--- src/hdl/dcl_pkg.sv ---
// Shared types and constants for the debugger command lexer.
// Holds the channel payload types, token and error codes, and the
// command format that the front end queues for the back end.
package dcl_pkg;

   // Default capacity of the identifier name buffer, in characters.
   localparam int NAME_CAPACITY_DEFAULT = 32;

   // Depth of the command queue between front and back end.
   localparam int QUEUE_DEPTH = 4;

   // Default radix after reset.
   localparam logic [4:0] RADIX_RESET = 5'd16;

   // Token codes.
   localparam logic [4:0] TOK_EOL    = 5'd0;
   localparam logic [4:0] TOK_ERROR  = 5'd1;
   localparam logic [4:0] TOK_NUMBER = 5'd2;
   localparam logic [4:0] TOK_IDENT  = 5'd3;
   localparam logic [4:0] TOK_DOT    = 5'd4;
   localparam logic [4:0] TOK_DOTDOT = 5'd5;
   localparam logic [4:0] TOK_PLUS   = 5'd6;
   localparam logic [4:0] TOK_MINUS  = 5'd7;
   localparam logic [4:0] TOK_STAR   = 5'd8;
   localparam logic [4:0] TOK_SLASH  = 5'd9;
   localparam logic [4:0] TOK_EQ     = 5'd10;
   localparam logic [4:0] TOK_PCT    = 5'd11;
   localparam logic [4:0] TOK_HASH   = 5'd12;
   localparam logic [4:0] TOK_LPAREN = 5'd13;
   localparam logic [4:0] TOK_RPAREN = 5'd14;
   localparam logic [4:0] TOK_COMMA  = 5'd15;
   localparam logic [4:0] TOK_DITTO  = 5'd16;
   localparam logic [4:0] TOK_DOLLAR = 5'd17;
   localparam logic [4:0] TOK_EXCL   = 5'd18;
   localparam logic [4:0] TOK_SHL    = 5'd19;
   localparam logic [4:0] TOK_SHR    = 5'd20;

   // Error kinds.
   localparam logic [2:0] ERR_NONE     = 3'd0;
   localparam logic [2:0] ERR_BAD_CHAR = 3'd1;
   localparam logic [2:0] ERR_BAD_NUM  = 3'd2;
   localparam logic [2:0] ERR_BAD_ESC  = 3'd3;
   localparam logic [2:0] ERR_LONG     = 3'd4;

   typedef struct packed {
      logic [7:0] char_code;
      logic       end_of_line;
   } req_type;

   typedef struct packed {
      logic [4:0]  token_code;
      logic [31:0] number_value;
      logic [7:0]  ident_char;
      logic [4:0]  ident_position;
      logic [2:0]  error_kind;
      logic        last_of_token;
   } rsp_type;

   // Command kinds: write one name character, send one token, or
   // play back the stored name.
   typedef enum logic [1:0] {
      CMD_STORE,
      CMD_TOKEN,
      CMD_NAME
   } cmd_kind_type;

   // For CMD_STORE, value holds the character position; for CMD_NAME,
   // value holds the name length.
   typedef struct packed {
      cmd_kind_type kind;
      logic [4:0]   code;
      logic [31:0]  value;
      logic [2:0]   err;
      logic [7:0]   ch;
   } cmd_type;

   typedef struct packed {
      logic full;
      logic empty;
   } q_status_type;

endpackage

--- src/hdl/debugger_command_lexer_unit.sv ---
// Top level of the debugger command lexer.
// Ties front end, command queue, back end and the radix register together.
// Depends on dcl_pkg, dcl_front, dcl_queue and dcl_back.
//
//   channel   direction  handshake            transfer
//   req_      in         req_valid/req_stall  one character or end-of-line mark
//   rsp_      out        rsp_valid/rsp_stall  one token, or one name character
//   csr (APB) in         psel/penable/pready  default_radix at address 0
//
// The front end takes one character per cycle when it yields at most one
// command and the queue has room; a character that ends a token and starts
// another yields two commands and holds the input until both are queued. The
// back end sends a token per cycle when not stalled and plays a name back via
// B_READ and B_SEND per character, set by the registered read of the name
// buffer. The four-entry command queue lets either side stall on its own. Reset
// is synchronous and clears all control state; no clearing pass is needed.
module debugger_command_lexer_unit
   import dcl_pkg::*;
#(
   parameter int NAME_CAPACITY = NAME_CAPACITY_DEFAULT
) (
   input  logic         clock,
   input  logic         reset,
   input  logic         req_valid,
   output logic         req_stall,
   input  req_type      req_payload,
   output logic         rsp_valid,
   input  logic         rsp_stall,
   output rsp_type      rsp_payload,
   input  logic         psel,
   input  logic         penable,
   input  logic         pwrite,
   input  logic [1:0]   paddr,
   input  logic [31:0]  pwdata,
   output logic [31:0]  prdata,
   output logic         pready
);

   logic [4:0]    default_radix_ff;
   logic          push;
   cmd_type       push_data;
   logic          pop;
   cmd_type       head;
   q_status_type  q_status;

   // Only one register, written at address 0; reads at every address return it.
   assign pready = 1'b1;
   assign prdata = {27'd0, default_radix_ff};

   always_ff @(posedge clock) begin
      if (reset) begin
         default_radix_ff <= RADIX_RESET;
      end else if (psel && penable && pwrite && paddr[1:0] == 2'b00) begin
         default_radix_ff <= pwdata[4:0];
      end
   end

   // Scan characters and queue commands.
   dcl_front #(
      .NAME_CAPACITY(NAME_CAPACITY)
   ) u_front (
      .clock         (clock),
      .reset         (reset),
      .req_valid     (req_valid),
      .req_stall     (req_stall),
      .req_payload   (req_payload),
      .default_radix (default_radix_ff),
      .q_status      (q_status),
      .push          (push),
      .push_data     (push_data)
   );

   // Decouple scanning from result delivery.
   dcl_queue u_queue (
      .clock     (clock),
      .reset     (reset),
      .push      (push),
      .push_data (push_data),
      .pop       (pop),
      .head      (head),
      .status    (q_status)
   );

   // Store name characters, send tokens, play names back.
   dcl_back #(
      .NAME_CAPACITY(NAME_CAPACITY)
   ) u_back (
      .clock       (clock),
      .reset       (reset),
      .head        (head),
      .q_status    (q_status),
      .pop         (pop),
      .rsp_valid   (rsp_valid),
      .rsp_stall   (rsp_stall),
      .rsp_payload (rsp_payload)
   );

endmodule

--- src/hdl/dcl_front.sv ---
// Front end of the debugger command lexer: scanner state machine.
// Classifies each character and queues commands for the back end.
// Depends on dcl_pkg.
module dcl_front
   import dcl_pkg::*;
#(
   parameter int NAME_CAPACITY = NAME_CAPACITY_DEFAULT
) (
   input  logic         clock,
   input  logic         reset,
   input  logic         req_valid,
   output logic         req_stall,
   input  req_type      req_payload,
   input  logic [4:0]   default_radix,
   input  q_status_type q_status,
   output logic         push,
   output cmd_type      push_data
);

   localparam int LENW = $clog2(NAME_CAPACITY + 1);

   localparam logic [7:0] CH_NL     = 8'h0a;
   localparam logic [7:0] CH_SPACE  = 8'h20;
   localparam logic [7:0] CH_TILDE  = 8'h7e;
   localparam logic [7:0] CH_0      = 8'h30;
   localparam logic [7:0] CH_7      = 8'h37;
   localparam logic [7:0] CH_9      = 8'h39;
   localparam logic [7:0] CH_COLON  = 8'h3a;
   localparam logic [7:0] CH_BSLASH = 8'h5c;
   localparam logic [7:0] CH_UNDER  = 8'h5f;
   localparam logic [7:0] CH_DOT    = 8'h2e;
   localparam logic [7:0] CH_LT     = 8'h3c;
   localparam logic [7:0] CH_GT     = 8'h3e;

   typedef enum logic [3:0] {
      F_IDLE, F_ZERO, F_NUM, F_IDENT, F_ESC, F_DOT, F_LT, F_GT, F_FLUSH
   } mode_type;

   function automatic logic is_alpha(input logic [7:0] c);
      return (c >= 8'h41 && c <= 8'h5a) || (c >= 8'h61 && c <= 8'h7a);
   endfunction

   function automatic logic is_digit(input logic [7:0] c);
      return c >= CH_0 && c <= CH_9;
   endfunction

   function automatic cmd_type make_token(input logic [4:0] code, input logic [2:0] err,
                                          input logic [31:0] value);
      cmd_type t;
      t.kind  = CMD_TOKEN;
      t.code  = code;
      t.value = value;
      t.err   = err;
      t.ch    = 8'd0;
      return t;
   endfunction

   mode_type          mode_ff, mode_in;
   logic [4:0]        radix_ff, radix_in;
   logic [31:0]       acc_ff, acc_in;
   logic [LENW-1:0]   len_ff, len_in;
   logic              pend_valid_ff, pend_valid_in;
   cmd_type           pend_ff, pend_in;

   logic [7:0]        c;
   logic              eol;
   logic              accept;

   // idle-step results
   mode_type          idl_mode;
   logic              idl_cmd_valid;
   cmd_type           idl_cmd;
   logic              idl_acc_we;
   logic [31:0]       idl_acc;
   logic              idl_radix_we;
   logic              idl_len_we;
   logic [LENW-1:0]   idl_len;

   // number-step results
   logic [4:0]        num_r;
   logic [31:0]       num_acc;
   logic              num_ok;
   logic              num_bad;
   logic [3:0]        num_digit;
   logic [36:0]       num_prod;
   logic [31:0]       num_next;

   logic [LENW-1:0]   len_p1;
   logic              pre_valid;
   cmd_type           pre_cmd;
   logic              use_idle;
   logic              first_valid, second_valid;
   cmd_type           first_cmd;

   assign c         = req_payload.char_code;
   assign eol       = req_payload.end_of_line;
   assign req_stall = pend_valid_ff || q_status.full;
   assign accept    = req_valid && !req_stall;
   assign len_p1    = len_ff + LENW'(1);

   // Start of a token from the between-tokens state.
   always_comb begin
      idl_mode      = F_IDLE;
      idl_cmd_valid = 1'b0;
      idl_cmd       = make_token(TOK_EOL, ERR_NONE, 32'd0);
      idl_acc_we    = 1'b0;
      idl_acc       = 32'd0;
      idl_radix_we  = 1'b0;
      idl_len_we    = 1'b0;
      idl_len       = '0;
      if (eol || c == CH_NL) begin
         idl_cmd_valid = 1'b1;
      end else if (c <= CH_SPACE || c > CH_TILDE) begin
         idl_mode = F_IDLE;
      end else if (is_digit(c)) begin
         idl_acc_we   = 1'b1;
         idl_radix_we = 1'b1;
         if (c == CH_0) begin
            idl_mode = F_ZERO;
         end else if (default_radix == 5'd8 && c > CH_7) begin
            idl_mode      = F_FLUSH;
            idl_cmd_valid = 1'b1;
            idl_cmd       = make_token(TOK_ERROR, ERR_BAD_NUM, 32'd0);
         end else begin
            idl_mode = F_NUM;
            idl_acc  = 32'(c - CH_0);
         end
      end else if (is_alpha(c) || c == CH_UNDER) begin
         // first name character; no overflow if capacity is at least two, which is not enforced
         idl_mode      = F_IDENT;
         idl_len_we    = 1'b1;
         idl_len       = LENW'(1);
         idl_cmd_valid = 1'b1;
         idl_cmd.kind  = CMD_STORE;
         idl_cmd.code  = TOK_IDENT;
         idl_cmd.value = 32'd0;
         idl_cmd.err   = ERR_NONE;
         idl_cmd.ch    = c;
      end else begin
         idl_cmd_valid = 1'b1;
         case (c)
            CH_BSLASH: begin
               idl_cmd_valid = 1'b0;
               idl_len_we    = 1'b1;
               idl_mode      = F_ESC;
            end
            CH_DOT: begin
               idl_cmd_valid = 1'b0;
               idl_mode      = F_DOT;
            end
            CH_LT: begin
               idl_cmd_valid = 1'b0;
               idl_mode      = F_LT;
            end
            CH_GT: begin
               idl_cmd_valid = 1'b0;
               idl_mode      = F_GT;
            end
            8'h2b: idl_cmd = make_token(TOK_PLUS, ERR_NONE, 32'd0);
            8'h2d: idl_cmd = make_token(TOK_MINUS, ERR_NONE, 32'd0);
            8'h2a: idl_cmd = make_token(TOK_STAR, ERR_NONE, 32'd0);
            8'h2f: idl_cmd = make_token(TOK_SLASH, ERR_NONE, 32'd0);
            8'h3d: idl_cmd = make_token(TOK_EQ, ERR_NONE, 32'd0);
            8'h25: idl_cmd = make_token(TOK_PCT, ERR_NONE, 32'd0);
            8'h23: idl_cmd = make_token(TOK_HASH, ERR_NONE, 32'd0);
            8'h28: idl_cmd = make_token(TOK_LPAREN, ERR_NONE, 32'd0);
            8'h29: idl_cmd = make_token(TOK_RPAREN, ERR_NONE, 32'd0);
            8'h2c: idl_cmd = make_token(TOK_COMMA, ERR_NONE, 32'd0);
            8'h22: idl_cmd = make_token(TOK_DITTO, ERR_NONE, 32'd0);
            8'h24: idl_cmd = make_token(TOK_DOLLAR, ERR_NONE, 32'd0);
            8'h21: idl_cmd = make_token(TOK_EXCL, ERR_NONE, 32'd0);
            default: begin
               idl_mode = F_FLUSH;
               idl_cmd  = make_token(TOK_ERROR, ERR_BAD_CHAR, 32'd0);
            end
         endcase
      end
   end

   // One digit of a number; right after a leading zero the default radix
   // applies and the accumulator starts from zero.
   always_comb begin
      num_r     = (mode_ff == F_ZERO) ? default_radix : radix_ff;
      num_acc   = (mode_ff == F_ZERO) ? 32'd0 : acc_ff;
      num_ok    = 1'b0;
      num_digit = 4'd0;
      if (!eol) begin
         if (c >= CH_0 && c <= ((num_r == 5'd8) ? CH_7 : CH_9)) begin
            num_ok    = 1'b1;
            num_digit = 4'(c - CH_0);
         end else if (num_r == 5'd16 && c >= 8'h61 && c <= 8'h66) begin
            num_ok    = 1'b1;
            num_digit = 4'(c - 8'h57);
         end else if (num_r == 5'd16 && c >= 8'h41 && c <= 8'h46) begin
            num_ok    = 1'b1;
            num_digit = 4'(c - 8'h37);
         end
      end
      num_bad  = !num_ok && !eol && (is_digit(c) || is_alpha(c) || c == CH_UNDER);
      num_prod = num_acc * num_r;
      num_next = num_prod[31:0] + 32'(num_digit);
   end

   always_comb begin
      mode_in   = mode_ff;
      radix_in  = radix_ff;
      acc_in    = acc_ff;
      len_in    = len_ff;
      pre_valid = 1'b0;
      pre_cmd   = make_token(TOK_EOL, ERR_NONE, 32'd0);
      use_idle  = 1'b0;
      case (mode_ff)
         F_FLUSH: begin
            if (eol) begin
               mode_in = F_IDLE;
            end
         end
         F_ZERO, F_NUM: begin
            if (mode_ff == F_ZERO) begin
               acc_in   = 32'd0;
               mode_in  = F_NUM;
               radix_in = default_radix;
            end
            if (mode_ff == F_ZERO && !eol && (c == 8'h6f || c == 8'h4f)) begin
               radix_in = 5'd8;
            end else if (mode_ff == F_ZERO && !eol && (c == 8'h74 || c == 8'h54)) begin
               radix_in = 5'd10;
            end else if (mode_ff == F_ZERO && !eol && (c == 8'h78 || c == 8'h58)) begin
               radix_in = 5'd16;
            end else if (num_ok) begin
               acc_in = num_next;
            end else if (num_bad) begin
               mode_in   = F_FLUSH;
               pre_valid = 1'b1;
               pre_cmd   = make_token(TOK_ERROR, ERR_BAD_NUM, 32'd0);
            end else begin
               // number ends; this character starts the next token
               pre_valid = 1'b1;
               pre_cmd   = make_token(TOK_NUMBER, ERR_NONE, num_acc);
               use_idle  = 1'b1;
            end
         end
         F_ESC, F_IDENT: begin
            if (mode_ff == F_ESC && (eol || c == CH_NL)) begin
               mode_in   = eol ? F_IDLE : F_FLUSH;
               pre_valid = 1'b1;
               pre_cmd   = make_token(TOK_ERROR, ERR_BAD_ESC, 32'd0);
            end else if (mode_ff == F_IDENT && !eol && c == CH_BSLASH) begin
               mode_in = F_ESC;
            end else if (mode_ff == F_ESC ||
                         (!eol && (is_alpha(c) || is_digit(c) ||
                                   c == CH_UNDER || c == CH_COLON))) begin
               len_in    = len_p1;
               pre_valid = 1'b1;
               if (len_p1 >= LENW'(NAME_CAPACITY)) begin
                  mode_in = F_FLUSH;
                  pre_cmd = make_token(TOK_ERROR, ERR_LONG, 32'd0);
               end else begin
                  mode_in       = F_IDENT;
                  pre_cmd.kind  = CMD_STORE;
                  pre_cmd.code  = TOK_IDENT;
                  pre_cmd.value = 32'(len_ff);
                  pre_cmd.ch    = c;
               end
            end else begin
               // name ends: play it back, then start the next token
               pre_valid     = 1'b1;
               pre_cmd.kind  = CMD_NAME;
               pre_cmd.code  = TOK_IDENT;
               pre_cmd.value = 32'(len_ff);
               use_idle      = 1'b1;
            end
         end
         F_DOT: begin
            mode_in   = F_IDLE;
            pre_valid = 1'b1;
            if (!eol && c == CH_DOT) begin
               pre_cmd = make_token(TOK_DOTDOT, ERR_NONE, 32'd0);
            end else begin
               pre_cmd  = make_token(TOK_DOT, ERR_NONE, 32'd0);
               use_idle = 1'b1;
            end
         end
         F_LT, F_GT: begin
            mode_in   = F_IDLE;
            pre_valid = 1'b1;
            if (!eol && c == ((mode_ff == F_LT) ? CH_LT : CH_GT)) begin
               pre_cmd = make_token((mode_ff == F_LT) ? TOK_SHL : TOK_SHR,
                                    ERR_NONE, 32'd0);
            end else begin
               mode_in = eol ? F_IDLE : F_FLUSH;
               pre_cmd = make_token(TOK_ERROR, ERR_BAD_CHAR, 32'd0);
            end
         end
         default: begin
            use_idle = 1'b1;
         end
      endcase
      if (use_idle) begin
         mode_in = idl_mode;
         if (idl_acc_we) begin
            acc_in = idl_acc;
         end
         if (idl_radix_we) begin
            radix_in = default_radix;
         end
         if (idl_len_we) begin
            len_in = idl_len;
         end
      end
   end

   always_comb begin
      first_valid  = pre_valid || (use_idle && idl_cmd_valid);
      first_cmd    = pre_valid ? pre_cmd : idl_cmd;
      second_valid = pre_valid && use_idle && idl_cmd_valid;
      push         = pend_valid_ff ? !q_status.full : (accept && first_valid);
      push_data    = pend_valid_ff ? pend_ff : first_cmd;
      pend_valid_in = pend_valid_ff;
      pend_in       = pend_ff;
      if (accept) begin
         pend_valid_in = second_valid;
         pend_in       = idl_cmd;
      end else if (pend_valid_ff && !q_status.full) begin
         pend_valid_in = 1'b0;
      end
   end

   always_ff @(posedge clock) begin
      if (reset) begin
         mode_ff       <= F_IDLE;
         radix_ff      <= 5'd0;
         acc_ff        <= 32'd0;
         len_ff        <= '0;
         pend_valid_ff <= 1'b0;
      end else begin
         pend_valid_ff <= pend_valid_in;
         pend_ff       <= pend_in;
         if (accept) begin
            mode_ff  <= mode_in;
            radix_ff <= radix_in;
            acc_ff   <= acc_in;
            len_ff   <= len_in;
         end
      end
   end

endmodule

--- src/hdl/dcl_queue.sv ---
// Command queue between the lexer front end and back end.
// Small flop FIFO with the head entry visible. Depends on dcl_pkg.
module dcl_queue
   import dcl_pkg::*;
(
   input  logic         clock,
   input  logic         reset,
   input  logic         push,
   input  cmd_type      push_data,
   input  logic         pop,
   output cmd_type      head,
   output q_status_type status
);

   localparam int PW = $clog2(QUEUE_DEPTH);

   cmd_type        slots_ff [QUEUE_DEPTH];
   logic [PW-1:0]  wr_ptr_ff, rd_ptr_ff;
   logic [PW:0]    count_ff;

   assign head         = slots_ff[rd_ptr_ff];
   assign status.full  = (count_ff == (PW + 1)'(QUEUE_DEPTH));
   assign status.empty = (count_ff == '0);

   always_ff @(posedge clock) begin
      if (push) begin
         slots_ff[wr_ptr_ff] <= push_data;
      end
   end

   always_ff @(posedge clock) begin
      if (reset) begin
         wr_ptr_ff <= '0;
         rd_ptr_ff <= '0;
         count_ff  <= '0;
      end else begin
         if (push) begin
            wr_ptr_ff <= (wr_ptr_ff == PW'(QUEUE_DEPTH - 1)) ? '0 : wr_ptr_ff + PW'(1);
         end
         if (pop) begin
            rd_ptr_ff <= (rd_ptr_ff == PW'(QUEUE_DEPTH - 1)) ? '0 : rd_ptr_ff + PW'(1);
         end
         if (push && !pop) begin
            count_ff <= count_ff + (PW + 1)'(1);
         end else if (pop && !push) begin
            count_ff <= count_ff - (PW + 1)'(1);
         end
      end
   end

endmodule

--- src/hdl/dcl_back.sv ---
// Back end of the debugger command lexer: executes queued commands.
// Owns the name buffer and the result register. Depends on dcl_pkg.
module dcl_back
   import dcl_pkg::*;
#(
   parameter int NAME_CAPACITY = NAME_CAPACITY_DEFAULT
) (
   input  logic         clock,
   input  logic         reset,
   input  cmd_type      head,
   input  q_status_type q_status,
   output logic         pop,
   output logic         rsp_valid,
   input  logic         rsp_stall,
   output rsp_type      rsp_payload
);

   localparam int IDXW = $clog2(NAME_CAPACITY);

   typedef enum logic [1:0] {
      B_IDLE, B_READ, B_SEND
   } bstate_type;

   bstate_type       st_ff;
   logic             rsp_valid_ff;
   rsp_type          rsp_ff;
   logic [IDXW-1:0]  idx_ff;
   logic [IDXW-1:0]  len_ff;
   logic [7:0]       name_mem [NAME_CAPACITY];
   logic [7:0]       rd_data_ff;

   logic             out_free;
   logic             mem_we;
   logic             last_char;
   logic [31:0]      idx_wide;
   logic             load_tok;
   logic             load_chr;

   assign out_free    = !rsp_valid_ff || !rsp_stall;
   assign pop         = (st_ff == B_IDLE) && !q_status.empty &&
                        (head.kind != CMD_TOKEN || out_free);
   assign mem_we      = pop && head.kind == CMD_STORE;
   assign last_char   = ({1'b0, idx_ff} + (IDXW + 1)'(1)) == {1'b0, len_ff};
   assign idx_wide    = 32'(idx_ff);
   assign load_tok    = pop && head.kind == CMD_TOKEN;
   assign load_chr    = (st_ff == B_SEND) && out_free;
   assign rsp_valid   = rsp_valid_ff;
   assign rsp_payload = rsp_ff;

   always_ff @(posedge clock) begin
      if (mem_we) begin
         name_mem[head.value[IDXW-1:0]] <= head.ch;
      end
      rd_data_ff <= name_mem[idx_ff];
   end

   always_ff @(posedge clock) begin
      if (reset) begin
         st_ff        <= B_IDLE;
         rsp_valid_ff <= 1'b0;
      end else begin
         if (load_tok || load_chr) begin
            rsp_valid_ff <= 1'b1;
         end else if (rsp_valid_ff && !rsp_stall) begin
            rsp_valid_ff <= 1'b0;
         end
         case (st_ff)
            B_IDLE: begin
               if (pop) begin
                  case (head.kind)
                     CMD_TOKEN: begin
                        rsp_ff.token_code     <= head.code;
                        rsp_ff.number_value   <= head.value;
                        rsp_ff.ident_char     <= 8'd0;
                        rsp_ff.ident_position <= 5'd0;
                        rsp_ff.error_kind     <= head.err;
                        rsp_ff.last_of_token  <= 1'b1;
                     end
                     CMD_NAME: begin
                        idx_ff <= '0;
                        len_ff <= head.value[IDXW-1:0];
                        st_ff  <= B_READ;
                     end
                     default: begin
                        st_ff <= B_IDLE;
                     end
                  endcase
               end
            end
            B_READ: begin
               st_ff <= B_SEND;
            end
            B_SEND: begin
               if (out_free) begin
                  rsp_ff.token_code     <= TOK_IDENT;
                  rsp_ff.number_value   <= 32'd0;
                  rsp_ff.ident_char     <= rd_data_ff;
                  rsp_ff.ident_position <= idx_wide[4:0];
                  rsp_ff.error_kind     <= ERR_NONE;
                  rsp_ff.last_of_token  <= last_char;
                  if (last_char) begin
                     st_ff <= B_IDLE;
                  end else begin
                     idx_ff <= idx_ff + IDXW'(1);
                     st_ff  <= B_READ;
                  end
               end
            end
            default: begin
               st_ff <= B_IDLE;
            end
         endcase
      end
   end

endmodule
--- config.mk ---
export PLATFORM = sky130hd
export DESIGN_NAME = debugger_command_lexer_unit
export DESIGN_NICKNAME = d
export VERILOG_FILES = /design/src/hdl/dcl_pkg.sv /design/src/hdl/debugger_command_lexer_unit.sv /design/src/hdl/dcl_front.sv /design/src/hdl/dcl_queue.sv /design/src/hdl/dcl_back.sv
export SDC_FILE = /design/constraint.sdc
export NUM_CORES = 1
export LEC_CHECK = 0
export ABC_AREA = 1
export BUFFER_PORTS_ARGS = -buffer_cell sky130_fd_sc_hd__buf_4
export CORE_ASPECT_RATIO = 1.5
export CORE_MARGIN = 2
export CORE_UTILIZATION = 35
export DETAILED_ROUTE_END_ITERATION = 8
export PLACE_DENSITY = 0.48
export SLEW_MARGIN = 0
export SYNTH_ARGS = -nofsm -noshare
export SYNTH_HDL_FRONTEND = slang
export SYNTH_HIERARCHICAL = 1
export SYNTH_SLANG_ARGS = --single-unit
--- constraint.sdc ---
create_clock -name clock -period 8.4 [get_ports clock]
set_clock_uncertainty 0.05 [all_clocks]
set_input_delay 1.26 -clock clock [delete_from_list [all_inputs] [get_ports clock]]
set_output_delay 1.26 -clock clock [all_outputs]
set_load 0.005 [all_outputs]
* After elaboration in Yosys (flattened, before gate mapping)
Memory sizes are Yosys's and may differ from the RTL's. A register that Yosys moved wholly into a read port is not among the register bits. Cells that the tools add are included.
Storage, ports and cells: register bits after elaboration 177, latch bits 0, memory bits (writable) 456, ROM bits 0, input bits 50, output and inout port bits 89, logic and storage cells 342, memories kept 2
Memory list:
- u_back.name_mem | depth 32, width 8, rd ports 1, clocked after Yosys merged registers in 1, wr ports 1, RTL line dcl_back.sv:29 | logic [7:0] name_mem [NAME_CAPACITY];
- u_queue.slots_ff | depth 4, width 50, rd ports 1, clocked after Yosys merged registers in 1, wr ports 1, RTL line dcl_queue.sv:17 | cmd_type slots_ff [QUEUE_DEPTH];
Operators by class: add/sub/neg operators 12, $mul 1, divide/modulo/power cells 0, magnitude comparators 13, equal/unequal tests 56, shift operators 0, muxes and demuxes 148, bitwise logic cells 1, reductions and logical operators 85
Operators by type and width (number):
- 48-bit case mux with 14 select lines | 1
- 50-bit two-way mux | 12
- 32-bit two-way mux | 13
- 50-bit case mux with 4 select lines | 1
- 54-bit two-way mux | 3
- 8-bit by 6-bit equality test with 1-bit output, second input constant | 18
- 54-bit case mux with 2 select lines | 1
- 4-bit two-way mux | 25
- 44-bit two-way mux | 2
- 8-bit by 7-bit equality test with 1-bit output, second input constant | 8
- 5-bit two-way mux | 11
- 6-bit two-way mux | 9
- 49-bit two-way mux | 1
- 48-bit two-way mux | 1
- 1-bit two-way mux | 45
- 45-bit two-way mux | 1
- 4-bit case mux with 5 select lines | 2
- 39-bit two-way mux | 1
- 1-bit logical AND | 38
- 38-bit two-way mux | 1
- 32-bit by 4-bit adder with 32-bit output | 1
- 8-bit by 7-bit <= comparator with 1-bit output, second input constant | 4
- 32-bit by 5-bit multiplier with 32-bit output | 1
- 4-bit by 3-bit equality test with 1-bit output, second input constant | 4
- other kinds (56) | 112

* Logic depth before layout (Yosys ltp)
word-level depth 26, depth in mapped cells 42, gate-level depth less buffers 41

* By module
Netlist, hierarchy kept.
By module, submodules not included:
- dcl_back | times used 1, cells each 1177, area each 13417.9 um^2, sequential area each 9829.4 um^2
- dcl_front | times used 1, cells each 1816, area each 11049.3 um^2, sequential area each 1441.4 um^2
- dcl_queue | times used 1, cells each 542, area each 7891.3 um^2, sequential area each 6185.9 um^2
- debugger_command_lexer_unit | times used 1, cells each 68, area each 467.9 um^2, sequential area each 100.1 um^2

* Worst setup path before layout
Ideal clock, no wire load.
path type input -> register, start input req_payload[5] in the netlist's numbering, end register u_front.acc_ff[30], library setup time 0.109 ns, arrival 5.890 ns, required time 8.241 ns, slack 2.351 ns, cell stages on the path 32, path buffers 2, path through ha_1 clkbuf_1 nand2_1 o21ai_1 nand2_1 a21oi_4 buf_2 nand3_1 fa_1 inv_1 ha_1 fa_1 inv_1 fa_1 inv_1 nand2_1 o21ai_0 nand2_1 nand2_1 nand2_1 nand2_1 nand4_1 nand2_1 nand2_1 nand3_1 nand2_1 nand2_1 nand2_1 nand2_1 nand2_1 nand2_1 inv_1
On the way: word-level cells in the longest chain between the ends 17, elaborated cells on any way between the ends 88, those cells by class add/sub: 2; order compare: 12; eq/ne: 12; mux: 33; reduce/logical: 29
RTL lines:
- from (decl) | RTL line debugger_command_lexer_unit.sv:26 | input req_type req_payload,
- parallel branches: the longest is 16 deep, another holds 32-bit by 4-bit adder with 32-bit output
- 32-bit two-way mux (*) | RTL line dcl_front.sv:299 | if (use_idle) begin
- to (signal assigned) | RTL line dcl_front.sv:342 | acc_ff <= acc_in;
- to (decl) | RTL line dcl_front.sv:60 | logic [31:0] acc_ff, acc_in;
Every way passes the cells marked *. A chain may end at the register's enable or synchronous reset.

* Worst setup path after layout
start register u_front.mode_ff[1], end register u_front.acc_ff[28]
On the way: word-level cells in the longest chain between the ends 19, elaborated cells on any way between the ends 59, those cells by class add/sub: 1; mul: 1; order compare: 1; eq/ne: 10; mux: 27; reduce/logical: 19
RTL lines:
- from (decl) | RTL line dcl_front.sv:58 | mode_type mode_ff, mode_in;
- from (signal assigned) | RTL line dcl_front.sv:340 | mode_ff <= mode_in;
- parallel branches: the longest is 18 deep, another holds 32-bit by 5-bit multiplier with 32-bit output
- 32-bit two-way mux (*) | RTL line dcl_front.sv:299
Marked as above.

==> impl_metrics.py <==
metrics = {
    "floorplanning": {
        "die_w_um": 254,
        "rows": 137,
        "die_area_um2": 96300,
        "dieHeight_um": 379,
        "start_util_pct": 35.3,
        "core_area_um2": 92900,
        "ioPinCount": 139,
    },
    "synthesis": {
        "syn_avg_cell_area_um2": 9.11,
        "postSynthCellCount": 3603,
        "netlist_area_um2": 32800,
        "synthArstFlopShare_pct": 0,
        "synth-seq-cells": 609,
        "synth_edf_count": 536,
        "ys_warn_count": 6,
        "synth_cell_types": 52,
        "seq_area_frac_synth_pct": 53.5,
        "synth-main-ff-cell": "edfxtp_1",
    },
    "clock_tree": {
        "ctsHoldBuffers": 0,
        "clkSlewWorstSetupHoldPaths_ns": 0.07,
        "cts.sink_count": 609,
        "clk_latency_ns": 0.63,
        "cts_resized": 0,
        "postCtsSetupBuffers": 0,
        "cts_inserted_buffers": 61,
        "root_buffer": "clkbuf_16",
        "cts_tree": "done",
        "clk_path_buf_depth": 3,
        "htreeDepth": 2,
    },
    "global_route": {
        "antenna_found_initial": 1,
        "grt-ovfl-total": 0,
        "grt_pass1_vias": 24384,
        "track_usage_pct": 19.4,
        "grt_max_degree": 101,
        "grt_pass1_wl_mm": 142,
    },
    "critical_path": {
        "critPathKind": "reg2reg",
        "crit_top_cell": "nand2_1",
        "startpoint_type": "flip-flop",
        "crit_fanout": 23,
        "endpoint_kind": "flip-flop",
        "crit_slowest_cell": "fa_1",
        "cp.arrival_ns": 7.74,
        "crit_path_max_incr_delay_ns": 0.58,
        "cp.required_ns": 8.93,
    },
    "power": {
        "power.leakage_nw": 14.8,
        "ir_drop_v": 0.000189,
        "p_int_w": 0.00657,
        "pwr-share-comb_pct": 30.9,
        "power_density_nw_per_um2": 281,
        "p_switching_w": 0.00371,
        "switching_share_pct": 36.1,
        "power.share.sequential_pct": 41.4,
        "clkPwrFrac_pct": 27.7,
    },
    "final_layout": {
        "layout-drive-gt1-share_pct": 8.05,
        "n_antenna_cell": 0,
        "nFillCells": 9594,
        "syn_to_final_growth_pct": 11.3,
        "fin_util_pct": 39.3,
        "final-instance-count-excl-fill": 4939,
        "final_nets": 3854,
    },
    "outcome": {
        "status": "complete, no violations",
    },
    "route": {
        "drtPass1Iterations": 5,
        "wl_per_cell_um": 18.9,
        "viasPerCell": 4.91,
        "drtIter0Drc": 1222,
        "vias": 24232,
        "drt_wl_total_mm": 93.1,
        "drc": 0,
        "ant_nets": 0,
    },
    "timing": {
        "fin_crit_ns": 7.21,
        "relSlewSlack_pct": 31.6,
        "finalHoldViolCount": 0,
        "grt_setup_unrepaired": "no",
        "final-setup-viol-count": 0,
        "fmax_mhz": 139,
        "tightest_slew_ns": 1.02,
        "fin_crit_sh_pct": 85.8,
        "fin_hold_ws_ns": 0.441,
        "setup_ws_ns": 1.19,
        "slew_violations": 0,
        "fin_setup_tns_ns": 0,
    },
    "placed_design": {
        "hpwl_mm": 64.1,
        "gp_congestion": 0.893,
        "place_ws_ns": 1.24,
        "placed_cells": 4823,
        "io_buffers": 83,
    },
    "min_path": {
        "hold_path.class": "reg2reg",
    },
    "run": {
        "drv_cap": 0,
    },
}
[sequential cells by signal (all words and copies together), names as in the netlist, named ones only]
name / flops
u_back/rsp_payload: 54
u_queue/rd_ptr_ff: 2
u_back/len_ff: 5
u_front/pend_ff: 16
u_queue/count_ff: 3
u_front/len_ff: 6
u_front/pend_valid_ff: 1
u_back/rsp_valid: 1
u_front/acc_ff: 32
u_back/idx_ff: 5
u_front/mode_ff: 4
u_back/rd_data_ff: 8
u_back/name_mem: 256
u_queue/slots_ff: 200
default_radix_ff: 5
u_back/st_ff: 2
u_front/radix_ff: 5
u_queue/wr_ptr_ff: 2
[synthesized netlist by cell type, types with 17 or more instances]
library cell  instances  area (µm²)
buf_2                52         260
buf_4                58         435
a21oi_1              90         450
dfxtp_1              73        1460
inv_1               380        1430
edfxtp_1            536       16100
o21ai_1              79         395
nand3_1             316        1580
nand4_1              23         144
o22ai_1              59         369
ha_1                 82        1030
nor2_1              450        1690
a31oi_1              17         106
fa_1                 87        1740
nand2_1             962        3610
o21ai_0             126         631
nor3_1               31         155
clkbuf_1             48         180
[power groups by stage]
stage               combinational (W)  sequential (W)  clock, W
finish                        0.00317         0.00426   0.00285
global route                  0.00354         0.00430   0.00303
CTS                           0.00325         0.00426   0.00294
detailed placement            0.00324         0.00433         0
global placement              0.00322         0.00432         0
floorplan                     0.00202         0.00429         0
[cells by family after synthesis]
kind of cell | synth area share, %
AO/OA/AOI/OAI | 6.62
AND/OR/NAND/NOR | 23.1
buffers and inverters | 7.84
XOR/XNOR | 0.480
other | 0.0343
flip-flops | 53.5
adder cells (fa/ha/maj) | 8.43
[worst max-delay path: cells and delay by family (launching register included)]
family	cells	cell delay, ns
compound gates	4	0.99
fa+ha+maj	5	2.13
buf+inv	7	0.82
flops	1	0.47
simple gates	23	2.68
[cell usage in the layout (no fill, tap or decap), types with 5 or more instances in the layout]
| cell type | netlist | routed |
|---|---|---|
| nand2_1 | 962 | 962 |
| edfxtp_1 | 536 | 536 |
| nor2_1 | 450 | 449 |
| inv_1 | 380 | 374 |
| nand3_1 | 316 | 316 |
| o21ai_0 | 126 | 126 |
| buf_4 | 58 | 124 |
| a21oi_1 | 90 | 90 |
| fa_1 | 87 | 87 |
| ha_1 | 82 | 82 |
| o21ai_1 | 79 | 79 |
| dfxtp_1 | 73 | 71 |
| clkbuf_16 | 0 | 63 |
| o22ai_1 | 59 | 51 |
| nor3_1 | 31 | 31 |
| conb_1 | 3 | 29 |
| nand4_1 | 23 | 23 |
| inv_2 | 15 | 19 |
| a31oi_1 | 17 | 17 |
| clkbuf_1 | 48 | 13 |
| clkinv_1 | 3 | 10 |
| nor2_2 | 10 | 9 |
| clkinv_2 | 0 | 9 |
| clkbuf_8 | 0 | 9 |
| xor2_1 | 9 | 9 |
| xnor2_1 | 9 | 9 |
| nor2_4 | 6 | 8 |
| o22ai_2 | 0 | 8 |
| bufinv_16 | 0 | 7 |
| nand3_2 | 6 | 6 |
| nand2_2 | 5 | 5 |
| a21boi_0 | 5 | 5 |
[metal layers]
| layer | GRT usage, % | wire length, µm |
|---|---|---|
| met1 | 21.3 | 35900 |
| met4 | 6.18 | 2830 |
| met5 | 0 | 13 |
| met2 | 38.2 | 51600 |
| met3 | 2.03 | 2820 |
[path summary, 6_finish.rpt]
check,start,to,slack [ns],depth (start not counted)
min,u_front/len_ff[1]$_SDFFE_PP0P_,u_front/len_ff[1]$_SDFFE_PP0P_,0.44,2
min reg2reg,u_front/len_ff[1]$_SDFFE_PP0P_,u_front/len_ff[1]$_SDFFE_PP0P_,0.44,2
max reg2reg,u_front/mode_ff[1]$_SDFFE_PP0P_,u_front/acc_ff[28]$_SDFFE_PP0P_,1.19,39
max,u_front/mode_ff[1]$_SDFFE_PP0P_,u_front/acc_ff[28]$_SDFFE_PP0P_,1.19,39
[metrics by stage]
stage          cell area, µm²  total power [W]
2_1_floorplan           32900          0.00631
3_3_place_gp            34400          0.00754
3_5_place_dp            34400          0.00757
4_1_cts                 36500           0.0105
5_1_grt                 36500           0.0109
6_report                36500           0.0103
[cell type report]
type                       instances  area [µm²]  share of cell area [%]
tap                             1251        1570                    4.29
sequential                       609       17600                    48.1
multi-input combinational       2440       12900                    35.2
clock inverter                    31         354                   0.969
clock buffer                      85        1750                    4.79
inverter                         399        1510                    4.13
timing repair buffer             124         931                    2.55
No activity file was read; power rests on OpenSTA's default activity.
